$ cat src/hw/rtl/smallest_string_period_top_macros.svh
// ============================================================================
// Assertion macros for the smallest string period block
// Concurrent assertion wrappers that compile to nothing when ASSERT_OFF is set.
// ============================================================================
`ifndef SMALLEST_STRING_PERIOD_TOP_MACROS_SVH
`define SMALLEST_STRING_PERIOD_TOP_MACROS_SVH

`ifndef ASSERT_OFF
// The property must hold at every rising clock edge outside reset.
`define SSP_ASSERT(lbl, clk, rst_n, prop, msg) \
    lbl: assert property (@(posedge clk) disable iff (!rst_n) (prop)) else $error(msg);
// The condition must never be seen at a rising clock edge outside reset.
`define SSP_ASSERT_NEVER(lbl, clk, rst_n, cond, msg) \
    lbl: assert property (@(posedge clk) disable iff (!rst_n) !(cond)) else $error(msg);
`else
`define SSP_ASSERT(lbl, clk, rst_n, prop, msg)
`define SSP_ASSERT_NEVER(lbl, clk, rst_n, cond, msg)
`endif

`endif

$ cat src/hw/rtl/ssp_pkg.sv
// ============================================================================
// ssp_pkg
// Types and constants shared by the smallest string period block.
// ============================================================================
package ssp_pkg;

    localparam int MAX_LEN_DEF = 128;
    localparam int CHAR_W      = 8;
    localparam int PERIOD_W    = 8;

    typedef enum logic [2:0] {
        S_LOAD,
        S_DIV,
        S_CMP,
        S_NEXT,
        S_DONE
    } t_state;

    typedef struct packed {
        logic [PERIOD_W-1:0] period;
        logic                overflow;
    } t_result;

endpackage

$ cat src/hw/rtl/ssp_in_if.sv
// ============================================================================
// ssp_in_if
// Input channel: one character per item with a last-character flag.
// ============================================================================
interface ssp_in_if;
    logic                        valid;
    logic                        ready;
    logic [ssp_pkg::CHAR_W-1:0]  char_code;
    logic                        is_last;

    modport source (output valid, output char_code, output is_last, input ready);
    modport sink   (input valid, input char_code, input is_last, output ready);
endinterface

$ cat src/hw/rtl/ssp_out_if.sv
// ============================================================================
// ssp_out_if
// Output channel: one period result per string.
// ============================================================================
interface ssp_out_if;
    logic                          valid;
    logic                          ready;
    logic [ssp_pkg::PERIOD_W-1:0]  period;
    logic                          overflow;

    modport source (output valid, output period, output overflow, input ready);
    modport sink   (input valid, input period, input overflow, output ready);
endinterface

$ cat src/hw/rtl/ssp_char_mem.sv
// ============================================================================
// ssp_char_mem
// Character store: one write port, two registered read ports.
// ============================================================================
module ssp_char_mem #(
    parameter  int DEPTH  = ssp_pkg::MAX_LEN_DEF,
    localparam int ADDR_W = $clog2(DEPTH)
) (
    input  logic                       i_clk,
    input  logic                       i_we,
    input  logic [ADDR_W-1:0]          i_waddr,
    input  logic [ssp_pkg::CHAR_W-1:0] i_wdata,
    input  logic [ADDR_W-1:0]          i_raddr_a,
    input  logic [ADDR_W-1:0]          i_raddr_b,
    output logic [ssp_pkg::CHAR_W-1:0] o_rdata_a,
    output logic [ssp_pkg::CHAR_W-1:0] o_rdata_b
);

    logic [ssp_pkg::CHAR_W-1:0] r_mem [DEPTH];
    logic [ssp_pkg::CHAR_W-1:0] r_rdata_a;
    logic [ssp_pkg::CHAR_W-1:0] r_rdata_b;

    always_ff @(posedge i_clk) begin
        if (i_we) begin
            r_mem[i_waddr] <= i_wdata;
        end
        r_rdata_a <= r_mem[i_raddr_a];
        r_rdata_b <= r_mem[i_raddr_b];
    end

    assign o_rdata_a = r_rdata_a;
    assign o_rdata_b = r_rdata_b;

endmodule

$ cat src/hw/rtl/ssp_ctrl.sv
// ============================================================================
// ssp_ctrl
// Load sequencer and period search engine with its result register.
// ============================================================================
module ssp_ctrl #(
    parameter  int MAX_LEN = ssp_pkg::MAX_LEN_DEF,
    localparam int ADDR_W  = $clog2(MAX_LEN),
    localparam int CNT_W   = $clog2(MAX_LEN + 1)
) (
    input  logic                       i_clk,
    input  logic                       i_rst_n,
    input  logic                       i_in_valid,
    input  logic [ssp_pkg::CHAR_W-1:0] i_in_char,
    input  logic                       i_in_last,
    output logic                       o_in_ready,
    output logic                       o_mem_we,
    output logic [ADDR_W-1:0]          o_mem_waddr,
    output logic [ssp_pkg::CHAR_W-1:0] o_mem_wdata,
    output logic [ADDR_W-1:0]          o_mem_raddr_a,
    output logic [ADDR_W-1:0]          o_mem_raddr_b,
    input  logic [ssp_pkg::CHAR_W-1:0] i_mem_rdata_a,
    input  logic [ssp_pkg::CHAR_W-1:0] i_mem_rdata_b,
    output logic                       o_out_valid,
    output ssp_pkg::t_result           o_out_data,
    input  logic                       i_out_ready
);

    localparam logic [CNT_W-1:0] LEN_MAX = CNT_W'(MAX_LEN);
    localparam logic [CNT_W-1:0] ONE     = CNT_W'(1);

    ssp_pkg::t_state  r_state, n_state;
    logic [CNT_W-1:0] r_count, n_count;
    logic             r_ovf, n_ovf;
    logic [CNT_W-1:0] r_n, n_n;
    logic [CNT_W-1:0] r_p, n_p;
    logic [CNT_W-1:0] r_r, n_r;
    logic [CNT_W-1:0] r_i, n_i;
    logic             r_cmp_v, n_cmp_v;
    logic             r_cmp_last, n_cmp_last;
    logic             r_out_v, n_out_v;
    ssp_pkg::t_result r_out, n_out;
    logic [CNT_W:0]   w_sum;
    logic [CNT_W-1:0] w_len;
    logic             w_room;

    always_ff @(posedge i_clk) begin
        if (!i_rst_n) begin
            r_state <= ssp_pkg::S_LOAD;
            r_count <= '0;
            r_ovf   <= 1'b0;
            r_cmp_v <= 1'b0;
            r_out_v <= 1'b0;
        end else begin
            r_state <= n_state;
            r_count <= n_count;
            r_ovf   <= n_ovf;
            r_cmp_v <= n_cmp_v;
            r_out_v <= n_out_v;
        end
        r_n        <= n_n;
        r_p        <= n_p;
        r_r        <= n_r;
        r_i        <= n_i;
        r_cmp_last <= n_cmp_last;
        r_out      <= n_out;
    end

    always_comb begin
        n_state    = r_state;
        n_count    = r_count;
        n_ovf      = r_ovf;
        n_n        = r_n;
        n_p        = r_p;
        n_r        = r_r;
        n_i        = r_i;
        n_cmp_v    = r_cmp_v;
        n_cmp_last = r_cmp_last;
        n_out_v    = r_out_v;
        n_out      = r_out;

        w_room = (r_count < LEN_MAX);
        w_len  = w_room ? (r_count + ONE) : r_count;
        w_sum  = {1'b0, r_i} + {1'b0, r_p};

        o_in_ready    = (r_state == ssp_pkg::S_LOAD);
        o_mem_we      = o_in_ready && i_in_valid && w_room;
        o_mem_waddr   = r_count[ADDR_W-1:0];
        o_mem_wdata   = i_in_char;
        o_mem_raddr_a = r_i[ADDR_W-1:0];
        o_mem_raddr_b = w_sum[ADDR_W-1:0];

        if (r_out_v && i_out_ready) begin
            n_out_v = 1'b0;
        end

        unique case (r_state)
            ssp_pkg::S_LOAD: begin
                if (i_in_valid) begin
                    n_count = w_len;
                    if (!w_room) begin
                        n_ovf = 1'b1;
                    end
                    if (i_in_last) begin
                        n_n   = w_len;
                        n_p   = ONE;
                        n_r   = w_len;
                        n_state = (w_len == ONE) ? ssp_pkg::S_DONE : ssp_pkg::S_DIV;
                    end
                end
            end
            ssp_pkg::S_DIV: begin
                // Divisibility by repeated subtraction.
                if (r_r > r_p) begin
                    n_r = r_r - r_p;
                end else if (r_r == r_p) begin
                    n_i     = '0;
                    n_cmp_v = 1'b0;
                    n_state = ssp_pkg::S_CMP;
                end else begin
                    n_state = ssp_pkg::S_NEXT;
                end
            end
            ssp_pkg::S_CMP: begin
                if (r_cmp_v && (i_mem_rdata_a != i_mem_rdata_b)) begin
                    n_cmp_v = 1'b0;
                    n_state = ssp_pkg::S_NEXT;
                end else if (r_cmp_v && r_cmp_last) begin
                    n_cmp_v = 1'b0;
                    n_state = ssp_pkg::S_DONE;
                end else if (w_sum < {1'b0, r_n}) begin
                    n_cmp_v    = 1'b1;
                    n_cmp_last = ((w_sum + 1'b1) == {1'b0, r_n});
                    n_i        = r_i + ONE;
                end else begin
                    n_cmp_v = 1'b0;
                end
            end
            ssp_pkg::S_NEXT: begin
                n_p = r_p + ONE;
                n_r = r_n;
                n_state = ((r_p + ONE) == r_n) ? ssp_pkg::S_DONE : ssp_pkg::S_DIV;
            end
            ssp_pkg::S_DONE: begin
                if (!r_out_v || i_out_ready) begin
                    n_out_v          = 1'b1;
                    n_out.period     = ssp_pkg::PERIOD_W'(r_p);
                    n_out.overflow   = r_ovf;
                    n_count          = '0;
                    n_ovf            = 1'b0;
                    n_state          = ssp_pkg::S_LOAD;
                end
            end
            default: begin
                n_state = ssp_pkg::S_LOAD;
            end
        endcase

        o_out_valid = r_out_v;
        o_out_data  = r_out;
    end

endmodule

$ cat src/hw/rtl/smallest_string_period_top.sv
// ============================================================================
// smallest_string_period_top
// Finds the shortest unit whose repetition forms a string of characters.
// ============================================================================
//
//  Channel   Direction  Payload                 Item
//  i_in      sink       char_code[7:0], is_last one character of the string
//  o_out     source     period[7:0], overflow   one result per string
//
// Each character item is taken and written to the store while there is room;
// later ones are dropped and set the overflow flag. After the last one, each
// length p is tried: a subtraction loop tests whether p divides n, and for a
// divisor a walk compares entries p apart, a pair per cycle. No item is taken
// during the search. Reset is synchronous, active low, and leaves the store
// as it is. A waiting result delays only the next result, not loading.
// ============================================================================
`include "smallest_string_period_top_macros.svh"

module smallest_string_period_top #(
    parameter int MAX_LEN = ssp_pkg::MAX_LEN_DEF
) (
    input  logic        i_clk,
    input  logic        i_rst_n,
    ssp_in_if.sink      i_in,
    ssp_out_if.source   o_out
);

    localparam int ADDR_W = $clog2(MAX_LEN);

    logic                       w_mem_we;
    logic [ADDR_W-1:0]          w_mem_waddr;
    logic [ssp_pkg::CHAR_W-1:0] w_mem_wdata;
    logic [ADDR_W-1:0]          w_mem_raddr_a;
    logic [ADDR_W-1:0]          w_mem_raddr_b;
    logic [ssp_pkg::CHAR_W-1:0] w_mem_rdata_a;
    logic [ssp_pkg::CHAR_W-1:0] w_mem_rdata_b;
    ssp_pkg::t_result           w_result;
    logic                       w_last_taken;
    logic                       w_busy;
    logic                       w_zero_period;

    // Character store.
    ssp_char_mem #(
        .DEPTH (MAX_LEN)
    ) u_mem (
        .i_clk     (i_clk),
        .i_we      (w_mem_we),
        .i_waddr   (w_mem_waddr),
        .i_wdata   (w_mem_wdata),
        .i_raddr_a (w_mem_raddr_a),
        .i_raddr_b (w_mem_raddr_b),
        .o_rdata_a (w_mem_rdata_a),
        .o_rdata_b (w_mem_rdata_b)
    );

    // Load sequencer, search engine and output register.
    ssp_ctrl #(
        .MAX_LEN (MAX_LEN)
    ) u_ctrl (
        .i_clk         (i_clk),
        .i_rst_n       (i_rst_n),
        .i_in_valid    (i_in.valid),
        .i_in_char     (i_in.char_code),
        .i_in_last     (i_in.is_last),
        .o_in_ready    (i_in.ready),
        .o_mem_we      (w_mem_we),
        .o_mem_waddr   (w_mem_waddr),
        .o_mem_wdata   (w_mem_wdata),
        .o_mem_raddr_a (w_mem_raddr_a),
        .o_mem_raddr_b (w_mem_raddr_b),
        .i_mem_rdata_a (w_mem_rdata_a),
        .i_mem_rdata_b (w_mem_rdata_b),
        .o_out_valid   (o_out.valid),
        .o_out_data    (w_result),
        .i_out_ready   (o_out.ready)
    );

    assign o_out.period   = w_result.period;
    assign o_out.overflow = w_result.overflow;

    // Terms for the checks below.
    assign w_last_taken  = i_in.valid && i_in.ready && i_in.is_last;
    assign w_busy        = !i_in.ready;
    assign w_zero_period = o_out.valid && (o_out.period == '0) && (MAX_LEN < 256);

    // Taking the last character of a string always leaves the loading state, so the input stalls.
    `SSP_ASSERT(a_last_stalls, i_clk, i_rst_n, w_last_taken |=> !i_in.ready, "no stall after last")

    // A new result only appears at the end of processing a string, after the input has stalled.
    `SSP_ASSERT(a_out_late, i_clk, i_rst_n, $rose(o_out.valid) |-> $past(w_busy), "early result")

    // The period is never zero while it fits in the output field.
    `SSP_ASSERT_NEVER(a_period_nonzero, i_clk, i_rst_n, w_zero_period, "zero period reported")

endmodule
$ cat src/flat_wrapper.sv
// flat-port wrapper written by rule: the top's interface ports become plain ports
module smallest_string_period_top_flat 
#(
    parameter int MAX_LEN = ssp_pkg::MAX_LEN_DEF
)
  (i_clk, i_rst_n, i_in_valid, i_in_char_code, i_in_is_last, i_in_ready, o_out_valid, o_out_period, o_out_overflow, o_out_ready);
  ssp_in_if i_in_i ();
  ssp_out_if o_out_i ();
  input  logic i_clk;
  input  logic i_rst_n;
  input wire logic [$bits(i_in_i.valid)-1:0] i_in_valid;
  input wire logic [$bits(i_in_i.char_code)-1:0] i_in_char_code;
  input wire logic [$bits(i_in_i.is_last)-1:0] i_in_is_last;
  output wire logic [$bits(i_in_i.ready)-1:0] i_in_ready;
  output wire logic [$bits(o_out_i.valid)-1:0] o_out_valid;
  output wire logic [$bits(o_out_i.period)-1:0] o_out_period;
  output wire logic [$bits(o_out_i.overflow)-1:0] o_out_overflow;
  input wire logic [$bits(o_out_i.ready)-1:0] o_out_ready;
  assign i_in_i.valid = i_in_valid;
  assign i_in_i.char_code = i_in_char_code;
  assign i_in_i.is_last = i_in_is_last;
  assign i_in_ready = i_in_i.ready;
  assign o_out_valid = o_out_i.valid;
  assign o_out_period = o_out_i.period;
  assign o_out_overflow = o_out_i.overflow;
  assign o_out_i.ready = o_out_ready;
  smallest_string_period_top #(.MAX_LEN(MAX_LEN)) u_core (.i_clk(i_clk), .i_rst_n(i_rst_n), .i_in(i_in_i), .o_out(o_out_i));
endmodule
$ cat config.mk
export PLATFORM = sky130hd
export DESIGN_NAME = smallest_string_period_top_flat
export DESIGN_NICKNAME = d
export VERILOG_FILES = /design/src/hw/rtl/ssp_pkg.sv /design/src/hw/rtl/ssp_in_if.sv /design/src/hw/rtl/ssp_out_if.sv /design/src/hw/rtl/ssp_char_mem.sv /design/src/hw/rtl/ssp_ctrl.sv /design/src/hw/rtl/smallest_string_period_top.sv /design/src/flat_wrapper.sv
export VERILOG_INCLUDE_DIRS = /design/src /design/src/hw/rtl
export SDC_FILE = /design/constraint.sdc
export NUM_CORES = 2
export LEC_CHECK = 0
export ABC_CLOCK_PERIOD_IN_PS = 4800
export BUFFER_PORTS_ARGS = -buffer_cell sky130_fd_sc_hd__buf_2
export CAP_MARGIN = 5
export CORE_MARGIN = 4
export CORE_UTILIZATION = 41
export DETAILED_ROUTE_END_ITERATION = 8
export GPL_TIMING_DRIVEN = 0
export SYNTH_ARGS = -nofsm -noshare
export SYNTH_HDL_FRONTEND = slang
export SYNTH_SLANG_ARGS = --single-unit
$ cat constraint.sdc
create_clock -name i_clk -period 4.8 [get_ports i_clk]
set_clock_uncertainty 0.2 [all_clocks]
set_input_delay 0.48 -clock i_clk [delete_from_list [all_inputs] [get_ports i_clk]]
set_output_delay 0.48 -clock i_clk [all_outputs]
set_load 0.01 [all_outputs]
==> After elaboration in Yosys (flattened, before gate mapping) <==
Memories as Yosys holds them, arrays and structs flattened. A register that Yosys moved wholly into a read port is not among the register bits.
Cells that the tools add are included.
{ "totals": {"ff_bits": 56, "ram_bits": 1024, "inputBits": 13, "output_inout_bits": 11, "n_memories": 1} }
{ "memory_table": {"columns": ["memory", "words", "word_bits", "rd", "rd_clocked_by_memory_dff", "wr", "line", "rtl"], "rows": [
  ["u_core.u_mem.r_mem", 128, 8, 2, 2, 1, "ssp_char_mem.sv:19", "logic [ssp_pkg::CHAR_W-1:0] r_mem [DEPTH];"]
]} }
{ "op_classes": {"n_addsub": 6, "n_lt_le_gt_ge": 3, "n_eq_ne": 20, "mux": 42, "bitwise_logic": 2, "n_reduce_logical": 22} }
{ "op_table": {"columns": ["op", "count"], "rows": [
  ["$mux 8", 13],
  ["$pmux 8 s2", 3],
  ["$add 8x1->8 const B", 3],
  ["$mux 3", 8],
  ["$pmux 8 s3", 1],
  ["$ne 2x2->1 const B", 10],
  ["$eq 8x8->1", 2],
  ["$pmux 3 s5", 1],
  ["$mux 1", 14],
  ["$reduce_and 3->1", 4],
  ["$reduce_and 4->1", 3],
  ["$add 8x8->9", 1],
  ["$add 9x1->9 const B", 1],
  ["$eq 9x8->1", 1],
  ["$lt 9x8->1", 1],
  ["$eq 8x1->1 const B", 1],
  ["$gt 8x8->1", 1],
  ["$lt 8x8->1 const B", 1],
  ["$ne 8x8->1", 1],
  ["$sub 8x8->8", 1],
  ["$eq 3x2->1 const B", 2],
  ["$reduce_and 6->1", 1],
  ["$reduce_bool 2->1", 3],
  ["$logic_and 1x1->1", 5],
  ["other kinds (11)", 13]
]} }

==> Longest topological paths before layout <==
{ "logic_depth": {"depth_word": 7, "mapped_depth": 17, "ltp_nobuf": 13} }

==> Modules after synthesis <==
From an unflattened synthesis, not the netlist that was laid out.
{ "unflattened": {"hier_cells": 2473, "area_unflattened_um2": 51802.2} }
{ "modules_own_cells": {"columns": ["module", "n_inst", "cells_each", "area_each_um2"], "rows": [
  ["ssp_char_mem", 1, 2063, 47848.4],
  ["ssp_ctrl", 1, 410, 3953.8]
]} }

==> Worst setup path after synthesis <==
Ideal clock, no wire load.
{ "synth_path": {"kind": "reg-to-reg", "from": "register u_core.u_ctrl.r_i[1]", "to": "register u_core.u_ctrl.r_i[0], enable pin", "arrival_ps": 3837, "t_required_ps": 4266, "setup_slack_ps": 428, "stages_incl_launch_ff": 16, "n_path_buf": 4, "period_less_slack_ps": 4372, "path_cell_list": "edfxtp_1 -> clkbuf_1 -> buf_2 -> buf_2 -> buf_1 -> inv_1 -> fa_1 -> xor2_1 -> inv_1 -> ha_1 -> o21a_1 -> o21a_1 -> o211ai_1 -> a31oi_1 -> nor4b_1 -> nand2b_1"} }
{ "synth_via": {"elab_chain_len": 4} }
{ "synth_rtl": {"columns": ["element", "line", "rtl"], "rows": [
  ["start, declared", "ssp_ctrl.sv:37", "logic [CNT_W-1:0] r_i, n_i;"],
  ["start signal, assigned", "ssp_ctrl.sv:63", "r_i <= n_i;"],
  ["$add 8x8->9", "ssp_ctrl.sv:83", "w_sum = {1'b0, r_i} + {1'b0, r_p};"],
  ["$lt 9x8->1", "ssp_ctrl.sv:130", "end else if (w_sum < {1'b0, r_n}) begin"],
  ["$ne 2x2->1 (no source line)", null, null],
  ["$reduce_and 6->1 (no source line)", null, null]
]} }
No other way between the ends.
A chain may end at the register's enable or synchronous reset.

==> impl_metrics.json <==
{
  "leakage_nw": 18.5,
  "yosysTopAreaCell": "edfxtp_1",
  "finalHoldViolCount": 0,
  "cp_data_required_time_ps": 5210,
  "critPathMaxStageDelay_ps": 1020,
  "netlist_instances": 2724,
  "powerDensity_nw_per_um2": 414,
  "ys.flop_type": "edfxtp_1",
  "grtUsageTotal_pct": 26.7,
  "numCtsBuffers": 114,
  "setup_viol": 1,
  "crit_path_end_kind": "flop",
  "max_slew_margin_pct": -6.11,
  "cts_tree": "built",
  "worst_pin_slew_ps": 1590,
  "io_pins": 24,
  "viasPerCell": 6.74,
  "cts.reportedPaths.clkPinSlew_ps": 60,
  "clock_latency_ps": 730,
  "synth_area_sq_um": 52000,
  "firstDrtPassIters": 5,
  "grt_overflow_total": 0,
  "grt_pass1_vias": 30600,
  "num_rows": 130,
  "run_status": "finished with violations",
  "synth_fp_nets": 2767,
  "placed_cell_area_sq_um": 54500,
  "ant_nets": 0,
  "ctsLongestPathBuffers": 3,
  "ys_seq_area_share_pct": 62.7,
  "cp_slowest_cell": "buf_1",
  "die_y_um": 364,
  "whs_endpoint": "u_core.u_mem.r_mem[48][0]",
  "synth_edf_count": 1066,
  "regToRegEndpoint": "u_core.u_mem.o_rdata_a[4]",
  "multi_input_area_sq_um": 18800,
  "ys_top_cells_by_area": "edfxtp_1, mux4_2, mux2i_1",
  "timing.critical_path.from": "u_core.u_ctrl.r_i[1]",
  "finalWorstSetupSlack_ps": -73.8,
  "worst_setup_path_start_kind": "flop",
  "violations": "capacitance limit, slew limit, setup timing",
  "final_nets": 2942,
  "worstPathMaxFanout": 10,
  "fin_crit_ps": 4870,
  "grt_antenna_before_repair": 4,
  "wire_per_inst_um": 38.2,
  "yosysMostFrequentCell": "edfxtp_1",
  "max_freq_mhz": 205,
  "dp_hpwl_um": 128000,
  "worstSetupPathType": "reg -> reg",
  "synth.avg_cell_area_sq_um": 19.1,
  "grt_pass1_wl_um": 246000,
  "worstPathArrival_ps": 5280,
  "rsz0062_at_grt": "true",
  "routabilityCongestion": 0.985,
  "peakVddDrop_mv": 0.303,
  "vias": 31300,
  "yosysWarnings": 0,
  "drtIter0Drc": 4666,
  "placed_cells": 4408,
  "port_buffers": 23,
  "path_buf_inv": 4,
  "netlist.area_leader.share_pct": 61.5,
  "drc": 0,
  "r2r-start": "u_core.u_ctrl.r_i[1]",
  "r2r_setup_slack_ps": -70,
  "clock-sinks": 1096,
  "fin_setup_tns_ps": -73.8,
  "grt_max_degree": 97,
  "cap_viol_max_count": 3,
  "area_growth_pct": 13.6,
  "dieArea_sq_um": 133000,
  "fin_area_sq_um": 59100,
  "min_from": "i_in_char_code[0]",
  "yosys_register_bits": 1096,
  "wl_um": 178000,
  "synthArstFlopShare_pct": 0,
  "maxSlewViolCount": 22,
  "final_cells": 4646,
  "synth_cell_types": 58,
  "holdCritPathClass": "in -> reg",
  "pre_cts_ws_ps": -2500,
  "crit_family": "buffers and inverters",
  "cts-root-buf": "clkbuf_16",
  "start_util_pct": 41.3,
  "cp_cell_sequence": "buf_4, buf_4, buf_2, buf_1, mux4_2, mux4_2, mux2i_1, a22oi_1, o21a_1",
  "fin_hold_ws_ps": 52.6,
  "r2r_cells": 9,
  "regArea_sq_um": 32600,
  "fin_crit_sh_pct": 102,
  "nFillCells": 10500,
  "whs_path_depth": 1,
  "fp.coreArea_sq_um": 126000,
  "layout-drive-gt1-share_pct": 33.9,
  "synth_commonest_cells": "edfxtp_1, mux4_2, nor2_1",
  "htreeDepth": 3,
  "die_w_um": 364
}
[sequential cells by signal (all words and copies together) (netlist names)]
signal and count:
u_core.u_mem.r_mem 1024, u_core.u_ctrl.o_out_valid 1, u_core.u_ctrl.r_state 3, u_core.u_ctrl.r_cmp_v 1, u_core.u_mem.o_rdata_b 8, u_core.u_ctrl.r_ovf 1
u_core.u_mem.o_rdata_a 8, u_core.u_ctrl.r_i 8, u_core.u_ctrl.r_cmp_last 1, u_core.u_ctrl.r_r 8, u_core.u_ctrl.r_count 8, u_core.u_ctrl.r_p 8
u_core.u_ctrl.r_n 8, u_core.u_ctrl.o_out_data 9
[report_power, final]
group	switching, mW	internal [mW]	total, mW
Combinational	3.11	1.65	4.76
Clock	3.82	5.07	8.89
Sequential	0.124	10.7	10.8
Total	7.05	17.4	24.5
[cells in the final DEF (no fill, tap or decap), types with 12 or more instances in the layout]
| cell | count |
|---|---|
| clkbuf_16 | 116 |
| a211oi_1 | 34 |
| clkbuf_4 | 16 |
| a32oi_2 | 18 |
| ha_1 | 28 |
| a21oi_1 | 52 |
| nor2_2 | 50 |
| xor2_1 | 12 |
| o21a_1 | 15 |
| o21ai_0 | 22 |
| clkinv_2 | 30 |
| bufinv_16 | 12 |
| mux2i_1 | 106 |
| nor3b_1 | 18 |
| mux4_2 | 584 |
| dfxtp_1 | 30 |
| clkbuf_1 | 89 |
| nand3_1 | 27 |
| xnor2_1 | 40 |
| a31oi_1 | 18 |
| nor2_1 | 119 |
| clkinv_1 | 27 |
| inv_1 | 27 |
| nand2_1 | 82 |
| buf_4 | 32 |
| clkbuf_2 | 17 |
| nand4_1 | 14 |
| buf_1 | 16 |
| nor2b_1 | 45 |
| buf_2 | 64 |
| edfxtp_1 | 1066 |
[cells by family after synthesis]
family	Yosys count	synth area share (%)
multiplexers	694	27.4
AND/OR/NAND/NOR	410	3.68
AO/OA/AOI/OAI	209	2.67
buffers and inverters	230	1.90
adder cells (fa/ha/maj)	30	0.750
flip-flops	1096	62.7
XOR/XNOR	55	0.926
[cell type report]
class,count,share of cell area [%]
Sequential cell,1096,55.2
Multi-Input combinational cell,1398,31.9
Clock buffer,133,5.02
Tap cell,1650,3.49
Buffer,198,1.84
Clock inverter,79,1.30
Inverter,30,0.197
Antenna cell,1,0.00424
Timing Repair Buffer,61,1.10
[routing by layer]
layer	wire (um)	GRT usage (%)	vias to the layer above
met3	18800	6.37	369
met4	8760	11.4	0
met5	0	0	-
met2	82300	41.8	2237
met1	67700	36.2	16800
li1	-	-	11900
[worst max-delay path by stage]
stage                            endpoint  cells past startpoint
6_report        u_core.u_mem.o_rdata_a[4]                      9
3_5_place_dp    u_core.u_mem.o_rdata_b[4]                     15
4_1_cts         u_core.u_mem.r_mem[98][1]                      7
3_3_place_gp    u_core.u_mem.o_rdata_b[4]                     15
2_1_floorplan        u_core.u_ctrl.r_i[0]                     15
5_1_grt        u_core.u_mem.r_mem[110][6]                      7
[per-stage QoR]
stage | utilization [%] | power (mW)
floorplan | - | 13.5
global placement | 43.1 | 15.4
detailed placement | 43.3 | 15.4
CTS | 46.6 | 24.4
global route | 46.9 | 25.2
finish | 46.9 | 24.5
[timing repair]
item                                   in CTS  in global routing
endpoints found under the hold margin      10                  0
hold buffers                                5                  0
setup endpoints to repair                 295                513
setup buffers                               0                 19
pin swaps                                   7                 21
gates resized for setup                   143                 68
gates cloned                                0                  0
Power figures use the tool's default switching activity.
